<file path="config.mk">
export PLATFORM = sky130hd
export DESIGN_NAME = ntp_seconds_to_calendar_unit
export DESIGN_NICKNAME = d
export VERILOG_FILES = /design/src/rtl/ntpcal_pkg.sv /design/src/rtl/ntpcal_sub.sv /design/src/rtl/ntp_seconds_to_calendar_unit.sv
export SDC_FILE = /design/constraint.sdc
export NUM_CORES = 1
export LEC_CHECK = 0
export CORE_MARGIN = 3
export CORE_UTILIZATION = 55
export CTS_BUF_LIST = sky130_fd_sc_hd__clkbuf_4 sky130_fd_sc_hd__clkbuf_8
export CTS_CLUSTER_SIZE = 16
export DETAILED_ROUTE_END_ITERATION = 10
export DONT_BUFFER_PORTS = 1
export PLACE_DENSITY = 0.67
export SLEW_MARGIN = 5
export SYNTH_ARGS = -nofsm -noshare
export SYNTH_HDL_FRONTEND = slang
export SYNTH_SLANG_ARGS = --single-unit
</file>
<file path="constraint.sdc">
create_clock -name clk -period 8.52 [get_ports clk]
set_input_delay 0.852 -clock clk [delete_from_list [all_inputs] [get_ports clk]]
set_output_delay 0.852 -clock clk [all_outputs]
set_load 0.05 [all_outputs]
</file>
<file path="src/rtl/ntpcal_pkg.sv">
// ----------------------------------------------------------------------------
// ntpcal_pkg
// constants, sequencer codes and calendar helpers for the ntp seconds to
// calendar converter
// ----------------------------------------------------------------------------
package ntpcal_pkg;

    localparam int unsigned SecsW      = 32;
    localparam int unsigned OffsetW    = 11;
    localparam int unsigned DaysW      = 16;
    localparam int unsigned YearW      = 12;
    localparam int unsigned MonthW     = 4;
    localparam int unsigned StepW      = 4;

    localparam logic [SecsW-1:0] EpochDiff  = 32'd2208988800;
    localparam logic [SecsW-1:0] SecsPerDay = 32'd86400;
    localparam logic [SecsW-1:0] SecsPerHr  = 32'd3600;
    localparam logic [SecsW-1:0] SecsPerMin = 32'd60;
    localparam logic [YearW-1:0] FirstYear  = 12'd1970;
    localparam logic [YearW-1:0] CentYear   = 12'd2100;

    localparam logic [StepW-1:0] DayStepTop  = 4'd15;
    localparam logic [StepW-1:0] HourStepTop = 4'd4;
    localparam logic [StepW-1:0] MinStepTop  = 4'd5;

    localparam logic [MonthW-1:0] MonthJan = 4'd0;
    localparam logic [MonthW-1:0] MonthFeb = 4'd1;
    localparam logic [MonthW-1:0] MonthDec = 4'd11;

    typedef logic [2:0] seq_state_t;

    localparam seq_state_t SeqIdle  = 3'd0;
    localparam seq_state_t SeqDay   = 3'd1;
    localparam seq_state_t SeqHour  = 3'd2;
    localparam seq_state_t SeqMin   = 3'd3;
    localparam seq_state_t SeqYear  = 3'd4;
    localparam seq_state_t SeqMonth = 3'd5;

    // exact over the reachable years 1970..2106
    function automatic logic is_leap(input logic [YearW-1:0] year);
        is_leap = (year[1:0] == 2'b00) && (year != CentYear);
    endfunction

    function automatic logic [SecsW-1:0] month_len(input logic [MonthW-1:0] month);
        logic [SecsW-1:0] len;
        len = 32'd31;
        unique case (month)
            4'd0:    len = 32'd31;
            4'd1:    len = 32'd28;
            4'd2:    len = 32'd31;
            4'd3:    len = 32'd30;
            4'd4:    len = 32'd31;
            4'd5:    len = 32'd30;
            4'd6:    len = 32'd31;
            4'd7:    len = 32'd31;
            4'd8:    len = 32'd30;
            4'd9:    len = 32'd31;
            4'd10:   len = 32'd30;
            4'd11:   len = 32'd31;
            default: len = 32'd31;
        endcase
        month_len = len;
    endfunction

endpackage

</file>
<file path="src/rtl/ntpcal_sub.sv">
// ----------------------------------------------------------------------------
// ntpcal_sub
// shared compare and subtract unit used by every step of the sequencer
// ----------------------------------------------------------------------------
module ntpcal_sub (
    input  logic [ntpcal_pkg::SecsW-1:0] minuend,
    input  logic [ntpcal_pkg::SecsW-1:0] subtrahend,
    output logic [ntpcal_pkg::SecsW-1:0] difference,
    output logic                         no_borrow
);
    import ntpcal_pkg::*;

    logic [SecsW:0] wide_diff;

    assign wide_diff  = {1'b0, minuend} - {1'b0, subtrahend};
    assign difference = wide_diff[SecsW-1:0];
    assign no_borrow  = ~wide_diff[SecsW];

endmodule

</file>
<file path="src/rtl/ntp_seconds_to_calendar_unit.sv">
// ----------------------------------------------------------------------------
// ntp_seconds_to_calendar_unit
// converts an ntp seconds count plus a utc offset to date and time of day
// ----------------------------------------------------------------------------
//  channel  | ports                                         | handshake
//  ---------+-----------------------------------------------+-----------------
//  config   | cfg_we, cfg_wdata                             | write on cfg_we
//  input    | start, busy, ntp_seconds                      | start & !busy
//  result   | done, day_of_month .. second_of_minute        | done, one cycle
//
//  one beat walks 16 steps for the day divide, 5 for hours, 6 for minutes,
//  one per year walked plus a closing compare, and one per month walked plus
//  a closing compare, all on the one shared subtractor.
//  busy is high from the accepting edge until the cycle done is high.
//  reset clears the sequencer and sets the offset to zero.
//  the result cannot be stalled; done lasts exactly one cycle.
// ----------------------------------------------------------------------------
module ntp_seconds_to_calendar_unit (
    input  logic                             clk,
    input  logic                             rst_n,
    input  logic                             cfg_we,
    input  logic [ntpcal_pkg::OffsetW-1:0]   cfg_wdata,
    input  logic                             start,
    output logic                             busy,
    input  logic [ntpcal_pkg::SecsW-1:0]     ntp_seconds,
    output logic                             done,
    output logic [4:0]                       day_of_month,
    output logic [3:0]                       month_number,
    output logic [ntpcal_pkg::YearW-1:0]     year_number,
    output logic [4:0]                       hour_of_day,
    output logic [5:0]                       minute_of_hour,
    output logic [5:0]                       second_of_minute
);
    import ntpcal_pkg::*;

    logic [OffsetW-1:0]  offset_reg;
    seq_state_t          state_reg, state_next;
    logic [StepW-1:0]    step_reg, step_next;
    logic [SecsW-1:0]    acc_reg, acc_next;
    logic [DaysW-1:0]    quot_reg, quot_next;
    logic [DaysW-1:0]    days_reg, days_next;
    logic [4:0]          hour_reg, hour_next;
    logic [5:0]          min_reg, min_next;
    logic [5:0]          sec_reg, sec_next;
    logic [YearW-1:0]    year_reg, year_next;
    logic [MonthW-1:0]   month_reg, month_next;
    logic                done_reg, done_next;

    logic [SecsW-1:0]    sub_operand;
    logic [SecsW-1:0]    sub_diff;
    logic                sub_ge;
    logic [DaysW-1:0]    quot_shift;
    logic                leap;

    logic [SecsW-1:0]    epoch_secs;
    logic signed [16:0]  offset_secs;
    logic signed [33:0]  local_sum;
    logic [SecsW-1:0]    local_secs;

    assign epoch_secs  = ntp_seconds - EpochDiff;
    assign offset_secs = 17'(signed'(offset_reg)) * 17'sd60;
    assign local_sum   = signed'({2'b00, epoch_secs}) + 34'(offset_secs);
    assign local_secs  = local_sum[33] ? '0 : local_sum[SecsW-1:0];

    assign leap       = is_leap(year_reg);
    assign quot_shift = {quot_reg[DaysW-2:0], sub_ge};

    always_comb
    begin
        unique case (state_reg)
            SeqDay:   sub_operand = SecsPerDay << step_reg;
            SeqHour:  sub_operand = SecsPerHr << step_reg;
            SeqMin:   sub_operand = SecsPerMin << step_reg;
            SeqYear:  sub_operand = leap ? 32'd366 : 32'd365;
            SeqMonth: sub_operand = month_len(month_reg)
                                    + {31'd0, (month_reg == MonthFeb) && leap};
            default:  sub_operand = '0;
        endcase
    end

    ntpcal_sub u_sub (
        .minuend    (acc_reg),
        .subtrahend (sub_operand),
        .difference (sub_diff),
        .no_borrow  (sub_ge)
    );

    always_comb
    begin
        state_next = state_reg;
        step_next  = step_reg;
        acc_next   = acc_reg;
        quot_next  = quot_reg;
        days_next  = days_reg;
        hour_next  = hour_reg;
        min_next   = min_reg;
        sec_next   = sec_reg;
        year_next  = year_reg;
        month_next = month_reg;
        done_next  = 1'b0;

        unique case (state_reg)
            SeqIdle:
            begin
                if (start)
                begin
                    acc_next   = local_secs;
                    quot_next  = '0;
                    step_next  = DayStepTop;
                    state_next = SeqDay;
                end
            end
            SeqDay, SeqHour, SeqMin:
            begin
                quot_next = quot_shift;
                if (sub_ge)
                begin
                    acc_next = sub_diff;
                end
                step_next = step_reg - 1'b1;
                if (step_reg == '0)
                begin
                    quot_next = '0;
                    if (state_reg == SeqDay)
                    begin
                        days_next  = quot_shift;
                        step_next  = HourStepTop;
                        state_next = SeqHour;
                    end
                    else if (state_reg == SeqHour)
                    begin
                        hour_next  = quot_shift[4:0];
                        step_next  = MinStepTop;
                        state_next = SeqMin;
                    end
                    else
                    begin
                        min_next   = quot_shift[5:0];
                        sec_next   = sub_ge ? sub_diff[5:0] : acc_reg[5:0];
                        acc_next   = {{(SecsW-DaysW){1'b0}}, days_reg};
                        year_next  = FirstYear;
                        state_next = SeqYear;
                    end
                end
            end
            SeqYear:
            begin
                if (sub_ge)
                begin
                    acc_next  = sub_diff;
                    year_next = year_reg + 1'b1;
                end
                else
                begin
                    month_next = MonthJan;
                    state_next = SeqMonth;
                end
            end
            SeqMonth:
            begin
                if ((month_reg != MonthDec) && sub_ge)
                begin
                    acc_next   = sub_diff;
                    month_next = month_reg + 1'b1;
                end
                else
                begin
                    done_next  = 1'b1;
                    state_next = SeqIdle;
                end
            end
            default:
            begin
                state_next = SeqIdle;
            end
        endcase
    end

    always_ff @(posedge clk or negedge rst_n)
    begin
        if (!rst_n)
        begin
            state_reg  <= SeqIdle;
            done_reg   <= 1'b0;
            offset_reg <= '0;
        end
        else
        begin
            state_reg <= state_next;
            done_reg  <= done_next;
            if (cfg_we)
            begin
                offset_reg <= cfg_wdata;
            end
        end
    end

    always_ff @(posedge clk)
    begin
        step_reg  <= step_next;
        acc_reg   <= acc_next;
        quot_reg  <= quot_next;
        days_reg  <= days_next;
        hour_reg  <= hour_next;
        min_reg   <= min_next;
        sec_reg   <= sec_next;
        year_reg  <= year_next;
        month_reg <= month_next;
    end

    assign busy             = (state_reg != SeqIdle);
    assign done             = done_reg;
    assign day_of_month     = acc_reg[4:0] + 5'd1;
    assign month_number     = month_reg + 4'd1;
    assign year_number      = year_reg;
    assign hour_of_day      = hour_reg;
    assign minute_of_hour   = min_reg;
    assign second_of_minute = sec_reg;

endmodule

</file>
==> reports/metrics.cfg <==
[clocking]
cts_max_path_buffers = 2
cts_hold_buf = 0
clk_latency_ns = 0.44
cts_tree = done
clk_pin_slew_ns = 0.09
root_buffer = clkbuf_8
cts_setup_buffers = 0
cts_buffers = 17
cts_resized = 0
cts.sinks = 117
htreeDepth = 4

[drt]
drtAntennaViolNets = 0
routed_wl_um = 25200
wl_per_cell_um = 17.3
routed_via_density = 6.10
drc = 0
drtIter0Drc = 707
vias = 8910
dr.pass1.iters = 8

[logic_synthesis]
synthXorXnorAreaFrac_pct = 8.53
synth-edff-count = 100
async_flop_share_pct = 12.8
yosysWarnings = 0
synth_common_cells = nand2_1, nor2_1, edfxtp_1
ys_seq_area_share_pct = 32.0
synth_top_cell_by_area = edfxtp_1
synth_most_common_cell = nand2_1
ys_types = 73
synth_cells = 1208
syn_area_per_cell_um2 = 8.84
syn_nets = 1372
ys_ff_latch = 117
yosysTopAreaCellShare_pct = 28.1
synthAdderAreaFrac_pct = 15.0
yosys-top-cells-area = edfxtp_1, ha_1, xnor2_1
synth_top_family_by_area = compound AO/OA/AOI/OAI gates
yosys.area_share.simple_pct = 16.2
synthMuxAreaShare_pct = 0.926
ys.flop_type = edfxtp_1
synth-compound-area-share_pct = 22.9
syn-cell-area_um2 = 10700

[global_routing]
antenna_found_initial = 0
grt_max_degree = 38
grt_pass1_vias = 8555
track_usage_pct = 23.7
grt_first_pass_wirelength_um = 41600
grt_overflow = 0

[die]
die-height_um = 145
die_x_um = 145
rows = 50
io_pins = 87
dieArea_um2 = 21100
initial_utilization_pct = 56.5
fp.coreArea_um2 = 18900

[sta]
relSlewSlack_pct = 23.3
hold_viol_final = 0
finalCritPeriodShare_pct = 79.1
rsz0062_at_grt = no
setup_violations = 0
skew_ns = 0.0184
fmax_mhz = 148
tns_ns = 0
drv_slew = 0
final.min_clock_period_ns = 6.74
tightest_slew_ns = 1.15

[cells_and_area]
largest_reg_flops = 32
layout.area.seq_um2 = 3420
fillCellCount = 1724
nets = 1352
area_delta_synth_final_pct = 5.71
antennaDiodeCount = 0
multi_input_area_um2 = 6810
drive_gt1_share_pct = 5.33

[worst_setup_path]
criticalPathCategory = flip-flop to flip-flop
cp-start-kind = flip-flop
worstPathArrival_ns = 6.89
crit_end = acc_reg[29]
timing.rr.end = acc_reg[29]
rr_worst_depth = 24
crit_start = offset_reg[0]
required_ns = 8.67
r2r-start = offset_reg[0]
critPathCaptureType = flip-flop
reg2reg_setup_slack_ns = 1.78
cp_max_fo = 32

[run]
cap_violations = 0

[placement]
hpwlAfterDp_um = 19300
port_buffers = 0
place_congestion = 0.878

[run_status]
status = finished, final reports clean

[worst_hold_path]
hold_path_class = primary input to asynchronous set/reset pin

==> metrics by stage <==
stage          area [µm²]  util, %  hold WS (ns)  cells  setup WS (ns)
3_3_place_gp        10900     57.7         0.403   1429           1.99
2_1_floorplan       10700        -         0.400   1208           2.35
5_1_grt             11300     59.7        0.0557   1461           1.44
3_5_place_dp        10900     57.7         0.406   1429           1.83
6_report            11300     59.7        0.0978   1461           1.78
4_1_cts             11300     59.7        0.0586   1461           1.79
==> how the worst min path moves through the flow <==
stage / from / to / cells after the start
floorplan: quot_reg[14] / days_reg[15] / 0
global placement: quot_reg[14] / days_reg[15] / 0
detailed placement: quot_reg[14] / days_reg[15] / 0
CTS: rst_n / offset_reg[7] / 0
global route: rst_n / offset_reg[2] / 0
finish: rst_n / offset_reg[2] / 0
==> critical path, stage by stage, from the launching register on <==
cell and delay [ns]:
dfrtp_1 0.40, ha_1 0.34, ha_1 0.31, inv_1 0.06, fa_1 0.50, inv_1 0.07
fa_1 0.48, a21oi_2 0.17, o21ai_1 0.12, or4_1 0.46, a41o_1 0.29, o41ai_2 0.30
xnor2_2 0.36, ha_1 0.48, a21o_1 0.21, a21o_1 0.17, a21o_1 0.18, a21o_1 0.17
a21o_1 0.17, a21oi_1 0.24, and3_1 0.20, a211o_1 0.10, buf_4 0.34, a2bb2oi_1 0.21
o31ai_1 0.09
==> cells in the final DEF (no fill, tap or decap), types with 38 or more instances in the layout <==
master,count
nand2_1,110
nor2_1,101
edfxtp_1,100
ha_1,98
a21oi_1,83
inv_1,75
o21ai_0,70
xnor2_1,65
a21o_1,39
xor2_1,38
==> metal layers <==
metal	share of wire [%]	GRT usage [%]
met5	0	0
met4	1.5	6.27
met3	6.6	3.86
met2	45	37.4
met1	47	34.1
==> logic make-up (layout without fill, tap and decap cells) <==
kind of cell,count (synthesis),after routing
multiplexers,9,9
adder cells (fa/ha/maj),117,117
AO/OA/AOI/OAI,372,372
AND/OR/NAND/NOR,366,366
buffers and inverters,123,116
XOR/XNOR,104,104
flip-flops,117,117
==> cell type report <==
type	instances	share of cell area, %
clock inverters	14	1.27
inverters	76	2.53
well taps	260	2.88
flip-flops and latches	117	30.3
clock buffers	18	2.14
multi-input cells	968	60.4
repair buffers	8	0.532
Power is not shown: default switching activity piles up to over one toggle a cycle in this logic, so the estimate is an artifact.
